### src/hdl/pee_pkg.sv
// Shared types and constants for the expression evaluator.
`default_nettype none

package pee_pkg;

    localparam int DATA_W = 32;
    localparam int CMD_W  = 3;
    localparam int CNT_W  = $clog2(DATA_W);

    // Operator codes carried with each token
    localparam logic [CMD_W-1:0] CMD_ADD = 3'd0;
    localparam logic [CMD_W-1:0] CMD_SUB = 3'd1;
    localparam logic [CMD_W-1:0] CMD_MUL = 3'd2;
    localparam logic [CMD_W-1:0] CMD_DIV = 3'd3;
    localparam logic [CMD_W-1:0] CMD_EQ  = 3'd4;

    // Pending multiplicative operator
    typedef enum logic [1:0] {
        MP_NONE = 2'd0,
        MP_MUL  = 2'd1,
        MP_DIV  = 2'd2
    } mp_t;

    // Controller to datapath
    typedef struct packed {
        logic load;
        logic start;
        logic apply;
    } pee_cmd_t;

    // Datapath to controller
    typedef struct packed {
        logic need_mdu;
        logic is_eq;
        logic mdu_done;
    } pee_stat_t;

endpackage

`default_nettype wire

### src/hdl/pee_ctrl.sv
// Evaluator controller: token handshake, unit sequencing, result handshake.
`default_nettype none

module pee_ctrl import pee_pkg::*;
(
    input  wire logic             clk,
    input  wire logic             rst_n,
    input  wire logic             tok_valid,
    input  wire logic [CMD_W-1:0] tok_cmd,
    output logic                  tok_ready,
    output logic                  res_valid,
    input  wire logic             res_ready,
    output pee_cmd_t              ctl,
    input  wire pee_stat_t        stat
);

    typedef enum logic [1:0] {
        S_IDLE,
        S_BUSY,
        S_APPLY
    } state_t;

    state_t state_reg, state_next;
    logic   res_valid_reg, res_valid_next;
    logic   take;
    logic   out_free;

    assign tok_ready = (state_reg == S_IDLE);
    assign take      = tok_valid && tok_ready && (tok_cmd <= CMD_EQ);
    assign out_free  = !res_valid_reg || res_ready;

    // Commands and next state
    always_comb
    begin
        ctl.load   = take;
        ctl.start  = take && stat.need_mdu;
        ctl.apply  = 1'b0;
        state_next = state_reg;
        unique case (state_reg)
            S_IDLE:
            begin
                if (take)
                    state_next = stat.need_mdu ? S_BUSY : S_APPLY;
            end
            S_BUSY:
            begin
                if (stat.mdu_done)
                    state_next = S_APPLY;
            end
            S_APPLY:
            begin
                // an equals beat waits for the result register to free up
                if (!stat.is_eq || out_free)
                begin
                    ctl.apply  = 1'b1;
                    state_next = S_IDLE;
                end
            end
            default: state_next = S_IDLE;
        endcase
        res_valid_next = (ctl.apply && stat.is_eq) ? 1'b1
                                                   : (res_valid_reg && !res_ready);
    end

    always_ff @(posedge clk or negedge rst_n)
    begin
        if (!rst_n)
        begin
            state_reg     <= S_IDLE;
            res_valid_reg <= 1'b0;
        end
        else
        begin
            state_reg     <= state_next;
            res_valid_reg <= res_valid_next;
        end
    end

    assign res_valid = res_valid_reg;

endmodule

`default_nettype wire

### config.mk
export PLATFORM = sky130hd
export DESIGN_NAME = pee_ctrl
export DESIGN_NICKNAME = d
export VERILOG_FILES = /design/src/hdl/pee_pkg.sv /design/src/hdl/pee_ctrl.sv
export SDC_FILE = /design/constraint.sdc
export NUM_CORES = 1
export LEC_CHECK = 0
export ABC_AREA = 1
export BUFFER_PORTS_ARGS = -buffer_cell sky130_fd_sc_hd__buf_2
export CORE_AREA = 10 10 47 49
export DETAILED_ROUTE_END_ITERATION = 16
export DIE_AREA = 0 0 57 59
export PLACE_DENSITY_LB_ADDON = 0.1
export SLEW_MARGIN = 5
export SYNTH_ARGS = -nofsm -noshare
export SYNTH_HDL_FRONTEND = slang
export SYNTH_SLANG_ARGS = --single-unit
### constraint.sdc
create_clock -name clk -period 1.2 [get_ports clk]
set_clock_uncertainty 0.15 [all_clocks]
set_input_delay 0.18 -clock clk [delete_from_list [all_inputs] [get_ports clk]]
set_output_delay 0.18 -clock clk [all_outputs]
set_load 0.005 [all_outputs]
## Word level (Yosys, flattened, before mapping)

Index checks and enable logic that the tools add are counted.

- Flip-flop bits (word level): 3
- Output and inout bits: 5

- Order comparisons: 1
- Equal/unequal tests: 5
- Multiplexer cells: 8
- Reductions and logical operators: 12

Operators by type and width:

| cell | count |
|---|---|
| two-way mux 2 bit | 4 |
| one-hot mux 2 bit (3 select lines) | 1 |
| logical AND 1 bit | 5 |
| inequality test 2 bit, second input constant | 2 |
| less-or-equal comparator 3 bit, second input constant | 1 |
| logical NOT 1 bit | 3 |
| two-way mux 1 bit | 3 |
| AND reduction 3 bit | 1 |
| == test 2 x 1 -> 1 bit, second input constant | 1 |
| == test 2 bit, second input constant | 1 |
| logical NOT 2 bit | 1 |
| logical OR 1 bit | 2 |
| inequality test 2 x 1 -> 1 bit, second input constant | 1 |

## Logic depth before layout (Yosys ltp)

- Depth after elaboration: 7
- Depth in mapped cells: 7
- Depth with buffers taken out: 7

## Least setup slack after synthesis

Ideal clock, no wire load.

- Kind: register to output
- From: register state_reg[1]
- To: output port ctl[2] (netlist name)
- Arrival time: 0.791 ns
- Data required time: 0.870 ns
- Setup slack: 0.079 ns
- Cell stages (with the launch flop): 7
- Path through: dfrtp_1 > inv_2 > nand2_2 > nor2_2 > nand2_2 > inv_1 > buf_4

- Cells in the longest elaborated chain, start to end: 3

Ends and longest elaborated chain:

| what | RTL line | RTL |
|---|---|---|
| from (decl) | pee_ctrl.sv:23 | `state_t state_reg, state_next;` |
| from (signal assigned) | pee_ctrl.sv:74 | `state_reg <= state_next;` |
| logical NOT 2 bit | pee_ctrl.sv:28 | `assign tok_ready = (state_reg == S_IDLE);` |
| logical AND 1 bit (2 in a row) | pee_ctrl.sv:29 | `assign take = tok_valid && tok_ready && (tok_cmd <= CMD_EQ);` |
| to (decl) | pee_ctrl.sv:13 | `output pee_cmd_t ctl,` |

No other way between the ends.

==> flow_metrics.env <==
export IMPL_diodes=0
export IMPL_p_leak_uw=0.0002507
export IMPL_start_util=0.1491
export IMPL_cts_made_buffers=3
export IMPL_fp_dieH_um=59
export IMPL_max_cap_viol_count=0
export IMPL_fp_row_count=14
export IMPL_postSynthCellCount=31
export IMPL_drc=0
export IMPL_ir_worst_vdd_uv=674.1
export IMPL_max_freq_mhz=688.0
export IMPL_period_needed_ns=1.453
export IMPL_cts_tree="built"
export IMPL_drtIter0Drc=2
export IMPL_yosys_warnings=0
export IMPL_htree_levels=1
export IMPL_place_area_um2=306.5
export IMPL_drtPass1Iterations=3
export IMPL_setup_ws_ns=-0.2534
export IMPL_vias_per_cell=3.770
export IMPL_finalNonFillerCells=74
export IMPL_cts_sinks=3
export IMPL_grt_overflow=0
export IMPL_path_cells="inv_2 > nand2_2 > nor2_2 > nand2_2 > nor2_2 > buf_2"
export IMPL_startpoint_type="flop"
export IMPL_synth_seq_cells=3
export IMPL_grt_pass1_wl_mm=1.186
export IMPL_ant_nets=0
export IMPL_tightest_slew_ns=0.2049
export IMPL_pin_count=15
export IMPL_grt_start_max_net_pins=5
export IMPL_die_w_um=57
export IMPL_cts_buffer_depth=2
export IMPL_routed_wl_um=713
export IMPL_routabilityCongestion=0.6942
export IMPL_layout_common_cells="13 x buf_2, 7 x buf_4, 6 x inv_1"
export IMPL_slowest_delay_ns=0.36
export IMPL_cts_root_buffer="clkbuf_4"
export IMPL_track_usage=0.04595
export IMPL_avgSynthCellArea_um2=6.740
export IMPL_setup_tns_ns=-1.020
export IMPL_ys_seq_area_frac=0.3593
export IMPL_end_kind="output pin"
export IMPL_status="finished, violations left"
export IMPL_final_common_cell="buf_2"
export IMPL_fin_area_um2=414.1
export IMPL_final_net_count=69
export IMPL_cp_required_ns=0.87
export IMPL_grt_pass1_vias=302
export IMPL_crit_type="flop to output pin"
export IMPL_largest_reg_flops=2
export IMPL_slew_headroom=0.8623
export IMPL_violations="setup timing"
export IMPL_rsz0062_at_grt="true"
export IMPL_worstPathArrival_ns=1.12
export IMPL_vias=279
export IMPL_avgRoutedWirePerCell_um=9.635
export IMPL_coreArea_um2=1401
export IMPL_setup_viol=5
export IMPL_drv_slew=0
export IMPL_cp_slowest_cell="dfrtp_1"
export IMPL_power_density_nw_per_um2=2088
export IMPL_rrSetupSlack_ns=-0.11
export IMPL_p_total_uw=864.6
export IMPL_syn2layout_area_growth_pct=98.20
export IMPL_synth_area_um2=209.0
export IMPL_insertion_delay_ns=0.23
export IMPL_clk_pin_slew_ns=0.04
export IMPL_antenna_found_initial=0
export IMPL_ys_types=13
export IMPL_syn_nets=41
export IMPL_holdCritPathClass="input pin to flop"
export IMPL_portBuffers=14
export IMPL_place_hpwl_um=534.3
export IMPL_drive_gt1_frac=0.6034
export IMPL_dieArea_um2=3363
export IMPL_worstPathMaxFanout=4
export IMPL_hold_violations=0
export IMPL_fin_crit_sh=1.211
export IMPL_dp_cells=62
export IMPL_post_route_util=0.2955
## cell usage after synthesis
| cell type | number | area share |
|---|---|---|
| buf_4 | 1 | 0.036 |
| dfrtp_1 | 3 | 0.36 |
| a21oi_1 | 1 | 0.024 |
| nand2_1 | 4 | 0.072 |
| nor3_1 | 1 | 0.024 |
| nor2_2 | 2 | 0.060 |
| inv_2 | 2 | 0.036 |
| inv_1 | 7 | 0.13 |
| or2_1 | 1 | 0.030 |
| nand2_2 | 2 | 0.060 |
| nor2_1 | 2 | 0.036 |
| o21ai_2 | 1 | 0.042 |
| nand3_1 | 4 | 0.096 |
## cells by family (layout without fill, tap and decap cells)
family	after synthesis	after routing	share of synthesized area
simple gates	16	16	0.3772
buf+inv	10	37	0.1977
flops	3	3	0.3593
compound gates	2	2	0.06585
## power by group
| group | internal, uW | total, uW | switching [uW] | leakage [uW] |
|---|---|---|---|---|
| logic | 313 | 519 | 207 | 0.000196 |
| clock network | 125 | 179 | 54.1 | 0.0000150 |
| registers | 138 | 166 | 27.9 | 0.0000397 |
## per-stage QoR
step / hold slack (ns) / setup slack [ns]
6_report: 0.1004 / -0.2534
5_1_grt: 0.1094 / -0.3769
4_1_cts: 0.09001 / -0.2773
2_1_floorplan: -0.2656 / 0.07949
3_3_place_gp: -0.1701 / -0.05045
3_5_place_dp: -0.1708 / -0.03813
## repair_timing
item | in CTS | in global routing
hold endpoints to repair | 3 | 0
pin swaps | 0 | 0
resized for setup | 4 | 2
hold buffers | 1 | 0
setup endpoints to repair | 5 | 5
setup buffers | 3 | 5
## routing by layer
layer	vias to the layer above	routed length (um)	global-route usage
met5	-	0	0
met4	0	19	0.04027
met3	2	87	0.03648
met2	14	286	0.06667
met1	119	319	0.04072
li1	144	-	-
## final cells by class
type | instances | area [um2]
Fill cell | 164 | 987.2
Timing Repair Buffer | 24 | 161.4
Multi-Input combinational cell | 18 | 95.09
Sequential cell | 3 | 75.07
Inverter | 9 | 36.28
Clock buffer | 4 | 26.28
Tap cell | 16 | 20.02
## worst paths after layout
kind,to,startpoint,cells past startpoint
setup / recovery,ctl[1],state_reg[0]$_DFFE_PN0P_,6
hold / removal,state_reg[1]$_DFFE_PN0P_,stat[2],4
setup reg to reg,state_reg[1]$_DFFE_PN0P_,state_reg[0]$_DFFE_PN0P_,9
hold reg to reg,res_valid$_DFF_PN0_,res_valid$_DFF_PN0_,2
max in group asynchronous,res_valid$_DFF_PN0_,rst_n,2
min in group asynchronous,state_reg[0]$_DFFE_PN0P_,rst_n,2
## worst max-delay path, delay by kind of cell (launching register included)
kind	cells	cell delay (ns)
and+or+nand+nor	4	0.32
DFF	1	0.36
buffers and inverters	2	0.21
(Power assumes the default switching activity.)
