## src/hdl/pee_pkg.sv

```systemverilog
// Shared types and constants for the expression evaluator.
`default_nettype none

package pee_pkg;

    localparam int DATA_W = 32;
    localparam int CMD_W  = 3;
    localparam int CNT_W  = $clog2(DATA_W);

    // Operator codes carried with each token
    localparam logic [CMD_W-1:0] CMD_ADD = 3'd0;
    localparam logic [CMD_W-1:0] CMD_SUB = 3'd1;
    localparam logic [CMD_W-1:0] CMD_MUL = 3'd2;
    localparam logic [CMD_W-1:0] CMD_DIV = 3'd3;
    localparam logic [CMD_W-1:0] CMD_EQ  = 3'd4;

    // Pending multiplicative operator
    typedef enum logic [1:0] {
        MP_NONE = 2'd0,
        MP_MUL  = 2'd1,
        MP_DIV  = 2'd2
    } mp_t;

    // Controller to datapath
    typedef struct packed {
        logic load;
        logic start;
        logic apply;
    } pee_cmd_t;

    // Datapath to controller
    typedef struct packed {
        logic need_mdu;
        logic is_eq;
        logic mdu_done;
    } pee_stat_t;

endpackage

`default_nettype wire

```

## src/hdl/pee_mdu.sv

```systemverilog
// Shared iterative multiply/divide unit, one bit per cycle.
`default_nettype none

module pee_mdu import pee_pkg::*;
(
    input  wire logic              clk,
    input  wire logic              rst_n,
    input  wire logic              start,
    input  wire logic              op_div,
    input  wire logic [DATA_W-1:0] a,
    input  wire logic [DATA_W-1:0] b,
    output logic                   done,
    output logic [DATA_W-1:0]      result
);

    logic              busy_reg, busy_next;
    logic              done_reg, done_next;
    logic [CNT_W-1:0]  cnt_reg, cnt_next;
    logic              div_reg, neg_reg, zero_reg;
    // p: product or partial remainder; x: multiplicand or dividend/quotient;
    // y: multiplier or divisor magnitude
    logic [DATA_W-1:0] p_reg, p_next;
    logic [DATA_W-1:0] x_reg, x_next;
    logic [DATA_W-1:0] y_reg, y_next;

    logic [DATA_W-1:0] mag_a, mag_b;
    logic [DATA_W:0]   rem_sh;
    logic [DATA_W+1:0] rem_diff;

    // Operand magnitudes for signed division
    assign mag_a = a[DATA_W-1] ? (DATA_W'(0) - a) : a;
    assign mag_b = b[DATA_W-1] ? (DATA_W'(0) - b) : b;

    // Restoring divide step
    assign rem_sh   = {p_reg, x_reg[DATA_W-1]};
    assign rem_diff = {1'b0, rem_sh} - {2'b00, y_reg};

    // Iteration
    always_comb
    begin
        busy_next = busy_reg;
        done_next = 1'b0;
        cnt_next  = cnt_reg;
        p_next    = p_reg;
        x_next    = x_reg;
        y_next    = y_reg;
        if (start)
        begin
            busy_next = 1'b1;
            cnt_next  = '0;
            p_next    = '0;
            x_next    = op_div ? mag_a : a;
            y_next    = op_div ? mag_b : b;
        end
        else if (busy_reg)
        begin
            cnt_next = cnt_reg + 1'b1;
            if (cnt_reg == CNT_W'(DATA_W - 1))
            begin
                busy_next = 1'b0;
                done_next = 1'b1;
            end
            if (div_reg)
            begin
                if (!rem_diff[DATA_W+1])
                begin
                    p_next = rem_diff[DATA_W-1:0];
                    x_next = {x_reg[DATA_W-2:0], 1'b1};
                end
                else
                begin
                    p_next = rem_sh[DATA_W-1:0];
                    x_next = {x_reg[DATA_W-2:0], 1'b0};
                end
            end
            else
            begin
                p_next = p_reg + (y_reg[0] ? x_reg : DATA_W'(0));
                x_next = {x_reg[DATA_W-2:0], 1'b0};
                y_next = {1'b0, y_reg[DATA_W-1:1]};
            end
        end
    end

    // Control state
    always_ff @(posedge clk or negedge rst_n)
    begin
        if (!rst_n)
        begin
            busy_reg <= 1'b0;
            done_reg <= 1'b0;
            cnt_reg  <= '0;
        end
        else
        begin
            busy_reg <= busy_next;
            done_reg <= done_next;
            cnt_reg  <= cnt_next;
        end
    end

    // Working registers
    always_ff @(posedge clk)
    begin
        if (start)
        begin
            div_reg  <= op_div;
            neg_reg  <= a[DATA_W-1] ^ b[DATA_W-1];
            zero_reg <= (b == '0);
        end
        p_reg <= p_next;
        x_reg <= x_next;
        y_reg <= y_next;
    end

    // Product, or signed quotient; zero divisor gives zero
    always_comb
    begin
        if (!div_reg)
            result = p_reg;
        else if (zero_reg)
            result = '0;
        else if (neg_reg)
            result = DATA_W'(0) - x_reg;
        else
            result = x_reg;
    end

    assign done = done_reg;

endmodule

`default_nettype wire

```

## src/hdl/pee_dp.sv

```systemverilog
// Evaluator datapath: token latch, accumulator, term, pending operators.
`default_nettype none

module pee_dp import pee_pkg::*;
(
    input  wire logic              clk,
    input  wire logic              rst_n,
    input  wire pee_cmd_t          ctl,
    output pee_stat_t              stat,
    input  wire logic [CMD_W-1:0]  tok_cmd,
    input  wire logic [DATA_W-1:0] tok_operand,
    output logic [DATA_W-1:0]      res_value,
    output logic                   res_div_by_zero
);

    logic [CMD_W-1:0]  cmd_reg;
    logic [DATA_W-1:0] opnd_reg;
    logic [DATA_W-1:0] acc_reg, acc_next;
    logic [DATA_W-1:0] term_reg, term_next;
    logic              add_pend_reg, add_pend_next;
    mp_t               mul_pend_reg, mul_pend_next;
    logic              err_reg, err_next;
    logic [DATA_W-1:0] value_reg;
    logic              dbz_reg;

    logic              mdu_done;
    logic [DATA_W-1:0] mdu_result;
    logic [DATA_W-1:0] t_val;
    logic [DATA_W-1:0] sum;
    logic              err_hit;

    pee_mdu u_mdu (
        .clk    (clk),
        .rst_n  (rst_n),
        .start  (ctl.start),
        .op_div (mul_pend_reg == MP_DIV),
        .a      (term_reg),
        .b      (tok_operand),
        .done   (mdu_done),
        .result (mdu_result)
    );

    // Status to controller
    assign stat.need_mdu = (mul_pend_reg == MP_MUL) || (mul_pend_reg == MP_DIV);
    assign stat.is_eq    = (cmd_reg == CMD_EQ);
    assign stat.mdu_done = mdu_done;

    // Token latch
    always_ff @(posedge clk)
    begin
        if (ctl.load)
        begin
            cmd_reg  <= tok_cmd;
            opnd_reg <= tok_operand;
        end
    end

    // Folded operand: unit result when a chain is pending
    always_comb
    begin
        case (mul_pend_reg) inside
            MP_MUL, MP_DIV: t_val = mdu_result;
            default:        t_val = opnd_reg;
        endcase
    end

    assign err_hit = (mul_pend_reg == MP_DIV) && (opnd_reg == '0);
    assign sum     = add_pend_reg ? (acc_reg - t_val) : (acc_reg + t_val);

    // State update on apply
    always_comb
    begin
        acc_next      = acc_reg;
        term_next     = term_reg;
        add_pend_next = add_pend_reg;
        mul_pend_next = mul_pend_reg;
        err_next      = err_reg;
        if (ctl.apply)
        begin
            err_next = err_reg | err_hit;
            unique case (cmd_reg) inside
                CMD_MUL, CMD_DIV:
                begin
                    term_next     = t_val;
                    mul_pend_next = (cmd_reg == CMD_MUL) ? MP_MUL : MP_DIV;
                end
                CMD_EQ:
                begin
                    acc_next      = '0;
                    term_next     = '0;
                    add_pend_next = 1'b0;
                    mul_pend_next = MP_NONE;
                    err_next      = 1'b0;
                end
                default:
                begin
                    acc_next      = sum;
                    term_next     = '0;
                    add_pend_next = (cmd_reg == CMD_SUB);
                    mul_pend_next = MP_NONE;
                end
            endcase
        end
    end

    always_ff @(posedge clk or negedge rst_n)
    begin
        if (!rst_n)
        begin
            acc_reg      <= '0;
            term_reg     <= '0;
            add_pend_reg <= 1'b0;
            mul_pend_reg <= MP_NONE;
            err_reg      <= 1'b0;
        end
        else
        begin
            acc_reg      <= acc_next;
            term_reg     <= term_next;
            add_pend_reg <= add_pend_next;
            mul_pend_reg <= mul_pend_next;
            err_reg      <= err_next;
        end
    end

    // Result register
    always_ff @(posedge clk)
    begin
        if (ctl.apply && stat.is_eq)
        begin
            value_reg <= sum;
            dbz_reg   <= err_reg | err_hit;
        end
    end

    assign res_value       = value_reg;
    assign res_div_by_zero = dbz_reg;

endmodule

`default_nettype wire

```

## config.mk

```make
export PLATFORM = sky130hd
export DESIGN_NAME = pee_dp
export DESIGN_NICKNAME = d
export VERILOG_FILES = /design/src/hdl/pee_pkg.sv /design/src/hdl/pee_mdu.sv /design/src/hdl/pee_dp.sv
export SDC_FILE = /design/constraint.sdc
export NUM_CORES = 1
export LEC_CHECK = 0
export BUFFER_PORTS_ARGS = -buffer_cell sky130_fd_sc_hd__buf_2
export CAP_MARGIN = 10
export CORE_ASPECT_RATIO = 1.1
export CORE_MARGIN = 8
export CORE_UTILIZATION = 30
export DETAILED_ROUTE_END_ITERATION = 10
export PLACE_DENSITY = 0.53
export SYNTH_ARGS = -nofsm -noshare
export SYNTH_HDL_FRONTEND = slang
export SYNTH_SLANG_ARGS = --single-unit
export TNS_END_PERCENT = 20
```

## constraint.sdc

```tcl
create_clock -name clk -period 15.7 [get_ports clk]
set_clock_uncertainty 0.05 [all_clocks]
set_input_delay 2.355 -clock clk [delete_from_list [all_inputs] [get_ports clk]]
set_output_delay 2.355 -clock clk [all_outputs]
set_load 0.05 [all_outputs]
```

### Word level (Yosys, flattened, before mapping)

Index checks and enable logic that the tools add are counted.
W data, S select, Z words.

| storage, ports and cells | value |
|---|---|
| register bits after elaboration | 242 |
| input bits | 40 |
| output and inout bits | 36 |
| logic and storage cells | 80 |

| operators by class | value |
|---|---|
| add/subtract/negate cells | 8 |
| equal/unequal tests | 8 |
| muxes and demuxes | 33 |
| bitwise gates (word level) | 3 |
| reduce and logical (&&, ||, !) cells | 10 |

Operator list:

| cell | count |
|---|---|
| $mux W32 | 18 |
| $sub A1 B32 Y32 const A | 3 |
| $add A32 B32 Y32 | 2 |
| $logic_not A32 Y1 | 2 |
| $pmux W32 S2 | 1 |
| $sub A33 B32 Y34 | 1 |
| $sub A32 B32 Y32 | 1 |
| $mux W5 | 2 |
| $mux W1 | 9 |
| $eq A3 B2 Y1 const B | 2 |
| $add A5 B1 Y5 const B | 1 |
| $eq A5 B5 Y1 const B | 1 |
| $mux W2 | 2 |
| $reduce_and A2 Y1 | 2 |
| $reduce_or A2 Y1 | 2 |
| $eq A3 B1 Y1 const B | 1 |
| $eq A3 B3 Y1 const B | 1 |
| $eq A2 B1 Y1 const B | 1 |
| $eq A2 B2 Y1 const B | 1 |
| $logic_and A1 B1 Y1 | 2 |
| $ne A2 B2 Y1 const B | 1 |
| $pmux W1 S2 | 1 |
| $reduce_bool A2 Y1 | 1 |
| $logic_or A1 B1 Y1 | 1 |
| other kinds (3) | 3 |

### Depth between registers and ports, before layout

| logic depth | value |
|---|---|
| depth in word-level cells | 8 |
| depth in mapped cells | 26 |

### By module

From an unflattened synthesis, not the netlist that was laid out.

| unflattened totals | value |
|---|---|
| cells, all modules | 1,938 |
| area, all modules | 17,670.7 sq um |

By module, submodules not included:

| module | instances | cells an instance | area each (sq um) | seq. area each (sq um) |
|---|---|---|---|---|
| pee_mdu | 1 | 1,261 | 10,167.3 | 2,827.7 |
| pee_dp | 1 | 677 | 7,503.4 | 3,743.6 |

### Worst setup path before layout

No wires, ideal clock.

| path | value |
|---|---|
| path kind | reg2reg |
| from | reg u_mdu.x_reg[3] |
| to | reg acc_reg[31] |
| setup time | 0.126 ns |
| arrival time | 5.260 ns |
| data required time | 15.524 ns |
| slack | 10.264 ns |
| stages on the path, launching flop included | 24 |
| clock period less this slack | 5.436 ns |
| cells stage by stage | edfxtp_1 buf_6 or3_4 buf_2 o21ai_1 xor2_1 o21ai_1 or4b_4 nor4_1 and3_1 and2_1 a21oi_1 xor2_1 ha_1 nor2b_1 o21ai_0 nand2b_1 a21oi_1 o211ai_1 a41oi_1 o21ai_0 a21oi_1 xnor2_1 a221o_1 |

| on the way | value |
|---|---|
| word-level cells in the longest chain between the ends | 8 |
| elaborated cells between the ends (all ways) | 9 |
| classes of those cells | add/sub (3); mux (6) |

RTL lines:

| what | line | source |
|---|---|---|
| start, declared | pee_mdu.sv:23 | `logic [DATA_W-1:0] x_reg, x_next;` |
| start signal, assigned | pee_mdu.sv:112 | `x_reg <= x_next;` |
| $sub A1 B32 Y32 | pee_mdu.sv:124 | `result = DATA_W'(0) - x_reg;` |
| $mux W32 * | pee_mdu.sv:123 | `else if (neg_reg)` |
| $mux W32 * | pee_mdu.sv:121 | `else if (zero_reg)` |
| $mux W32 * | pee_mdu.sv:119 | `if (!div_reg)` |
| $mux W32 * | pee_dp.sv:61 | `case (mul_pend_reg) inside` |
| $add A32 B32 Y32 or $sub A32 B32 Y32 (tied branches) | pee_dp.sv:68 | `assign sum = add_pend_reg ? (acc_reg - t_val) : (acc_reg + t_val);` |
| $mux W32 * | pee_dp.sv:68 |  |
| $pmux W32 S2 * | pee_dp.sv:81 | `unique case (cmd_reg) inside` |
| end signal, assigned | pee_dp.sv:118 | `acc_reg <= acc_next;` |
| end, declared | pee_dp.sv:18 | `logic [DATA_W-1:0] acc_reg, acc_next;` |

Every way passes the cells marked *; elsewhere a longest branch is shown, timed or not.
A chain may end at the register's enable or synchronous reset.

### Worst setup path after layout

| path | value |
|---|---|
| from | reg mul_pend_reg[1] |
| to | reg acc_reg[31] |

| on the way | value |
|---|---|
| word-level cells in the longest chain between the ends | 6 |
| elaborated cells between the ends (all ways) | 8 |
| classes of those cells | add/sub (2); eq/ne (2); mux (3); reduce/logical (1) |

RTL lines:

| what | line | source |
|---|---|---|
| start, declared | pee_dp.sv:21 | `mp_t mul_pend_reg, mul_pend_next;` |
| start signal, assigned | pee_dp.sv:121 | `mul_pend_reg <= mul_pend_next;` |
| $eq A2 B1 Y1 (no line) or $eq A2 B2 Y1 (tied branches) | - |  |
| $reduce_or A2 Y1 * | pee_dp.sv:61 |  |
| $mux W32 * | pee_dp.sv:61 |  |
| $add A32 B32 Y32 or $sub A32 B32 Y32 (tied branches) | pee_dp.sv:68 |  |
| $mux W32 * | pee_dp.sv:68 |  |
| $pmux W32 S2 * | pee_dp.sv:81 |  |

Marks and branches as above.

==> flow_metrics.py <==
metrics = {
    "status": {
        "outcome": "finished, final reports clean",
    },
    "logic_synthesis": {
        "ys_ff_latch": 242,
        "yosysWarnings": 0,
        "synth_edf_count": 135,
        "syn-num-nets": 2060,
        "postSynthAreaPerCell_sq_um": 9.12,
        "synthArstFlopShare_pct": 31.0,
        "synth_cell_types": 85,
        "synthFlopType": "edfxtp_1",
        "ys_seq_area_share_pct": 37.6,
        "syn_inst": 1915,
        "syn_area_sq_um": 17500,
    },
    "finish": {
        "fin_util_pct": 34.2,
        "final_area_sq_um": 19700,
        "finalNetCount": 2099,
        "fillCellCount": 5913,
        "final_cell_mix": "191 x a21oi_1, 165 x nor2_1, 135 x edfxtp_1",
        "drive_above_1_share_pct": 9.30,
        "syn_to_final_growth_pct": 12.5,
        "stdcell_count": 2731,
        "mostFrequentLayoutCell": "a21oi_1",
    },
    "sta": {
        "setup_tns_ns": 0,
        "setup-violations-final": 0,
        "setup_ws_ns": 8.73,
        "tightest_slew_ns": 1.04,
        "rsz0062_at_grt": "no",
        "final_hold_viol_count": 0,
        "report.final.slew_viol_count": 0,
        "timing.final.crit_period_ns": 6.97,
        "fmax_mhz": 143,
        "holdWs_ns": 0.442,
        "slew_headroom_pct": 30.5,
        "fin_crit_sh_pct": 44.4,
    },
    "critical_path": {
        "critPathMaxFanout": 48,
        "slowest_stage": "or4b_4",
        "worstPathRequired_ns": 16.12,
        "worstSetupPathType": "register to register",
        "crit_top_cell": "a21oi_1",
        "slowest_delay_ns": 0.60,
        "cp_data_arrival_time_ns": 7.39,
        "cp-end-kind": "register",
        "r2r_cells": 23,
        "path_cells": "ha_1, buf_4, inv_1, and3_1, a21oi_1, o21ai_0, or4b_4, nor4_1, and3_1, and2_1, a21oi_1, xor2_1, ha_1, nor2b_1, o21ai_0, nand2b_1, a21oi_1, o211ai_1, a41oi_1, o21ai_0, a21oi_1, xnor2_1, a221o_1",
        "cp-start-kind": "register",
    },
    "place": {
        "portBuffers": 75,
        "globalplace.congestion": 0.895,
        "pre_cts_ws_ns": 8.79,
        "dp_hpwl_microns": 39200,
        "dp.cells": 2674,
        "placed_area_sq_um": 18600,
    },
    "floorplanning": {
        "top_level_ports": 76,
        "row_count": 92,
        "die_w_microns": 246,
        "die_y_microns": 269,
        "dieArea_sq_um": 66200,
        "start_util_pct": 30.4,
        "core-area_sq_um": 57400,
    },
    "power_and_ir_drop": {
        "swShare_pct": 38.5,
        "cellLeakagePower_nw": 8.08,
        "p_switching_mw": 1.09,
        "power_mw": 2.83,
        "seq_power_share_pct": 33.2,
        "max-vdd-ir-drop_mv": 0.0903,
        "p_int_mw": 1.74,
        "p_comb_share_pct": 41.4,
        "clock_power_share_pct": 25.4,
        "cellPowerDensity_nw_per_um2": 144,
    },
    "routing": {
        "drc": 0,
        "via_per_inst": 5.31,
        "drtAntennaViolNets": 0,
        "dr.pass1.iters": 5,
        "drt_iter0_drc": 908,
        "wl_per_cell_microns": 19.0,
        "wl_microns": 51800,
        "vias": 14500,
    },
    "clocking": {
        "numCtsBuffers": 30,
        "ctsHtreeMaxLevel": 1,
        "cts_tree": "done",
        "cts.sinks": 242,
        "hold_buffers": 0,
        "cts.clk_slew.worst_paths_ns": 0.06,
        "post_cts_resized": 0,
        "cts_setup_buffers": 0,
        "insertion_delay_ns": 0.59,
        "cts_root_buf": "clkbuf_16",
        "ctsLongestPathBuffers": 3,
    },
    "hold_path": {
        "hold_path_class": "register to register",
        "holdPathStages": 2,
    },
    "global_route": {
        "antenna_found_initial": 1,
        "overflow": 0,
        "groute.usage.overall_pct": 15.3,
        "grt_pass1_wl_microns": 82000,
        "grt_max_degree": 76,
        "first_global_vias": 14200,
    },
    "run": {
        "maxCapViolations": 0,
    },
}
==> layout make-up <==
cell class	instances	area (sq um)	area share, %
diodes	1	2.50	0.0127
multi-input cells	1495	10200	52.1
clock buffers	39	847	4.31
well taps	752	941	4.79
flip-flops and latches	242	6570	33.4
repair buffers	98	553	2.81
clock inverters	17	178	0.904
inverters	87	327	1.66
==> worst max-delay path, delay by kind of cell (launching register included) <==
family,cells,cell delay (ns)
AO/OA/AOI/OAI,10,2.19
buffers and inverters,2,0.91
flip-flops,1,0.38
XOR/XNOR,2,0.30
adder cells (fa/ha/maj),2,0.63
AND/OR/NAND/NOR,7,2.35
==> kinds of logic (layout without fill, tap and decap cells) <==
kind of cell | after synthesis | in the layout | share of synthesized area [%]
XOR/XNOR | 192 | 192 | 9.63
buffers and inverters | 178 | 241 | 3.90
other | 0 | 1 | 0
flip-flops | 242 | 242 | 37.6
adder cells (fa/ha/maj) | 105 | 105 | 7.65
multiplexers | 23 | 23 | 1.34
AND/OR/NAND/NOR | 577 | 577 | 17.1
AO/OA/AOI/OAI | 598 | 598 | 22.7
==> power groups by stage <==
stage	clock network (mW)	logic (mW)	registers (mW)
floorplan	0	0.895	0.928
global placement	0	1.15	0.948
global route	0.768	1.31	0.953
CTS	0.744	1.17	0.937
detailed placement	0	1.17	0.945
finish	0.720	1.17	0.939
==> synthesized netlist by cell type, types with 19 or more instances <==
| cell | instances | area [sq um] |
|---|---|---|
| nand3_1 | 23 | 115 |
| clkbuf_1 | 77 | 289 |
| nand2_1 | 109 | 409 |
| and3_1 | 28 | 175 |
| a22o_1 | 44 | 385 |
| a31oi_1 | 19 | 119 |
| nor2_1 | 166 | 623 |
| o21ai_0 | 100 | 500 |
| ha_1 | 102 | 1280 |
| nor2b_1 | 26 | 163 |
| nor3_1 | 33 | 165 |
| a21oi_1 | 191 | 956 |
| edfxtp_1 | 135 | 4050 |
| nand2b_1 | 30 | 188 |
| dfrtp_1 | 75 | 1880 |
| inv_1 | 86 | 323 |
| and2_1 | 44 | 275 |
| mux2i_1 | 20 | 200 |
| dfxtp_1 | 32 | 641 |
| a21o_1 | 45 | 338 |
| xor2_1 | 89 | 780 |
| xnor2_1 | 103 | 902 |
==> worst paths after layout <==
| check | from | end | slack [ns] |
|---|---|---|---|
| min reg2reg | acc_reg[0] | acc_reg[0] | 0.44 |
| min in group asynchronous | rst_n | acc_reg[5] | 1.91 |
| max reg2reg | mul_pend_reg[1] | acc_reg[31] | 8.73 |
| min | acc_reg[0] | acc_reg[0] | 0.44 |
| max in group asynchronous | rst_n | term_reg[29] | 13.01 |
| max | mul_pend_reg[1] | acc_reg[31] | 8.73 |
==> routing by layer <==
layer	track usage, %	vias to the layer above	share of wire (%)
li1	-	7178	-
met1	21.3	6920	49
met2	24.2	319	44
met3	2.18	78	4.6
met4	4.45	0	2.5
met5	0	-	0
No activity file was read; power rests on OpenSTA's default activity.
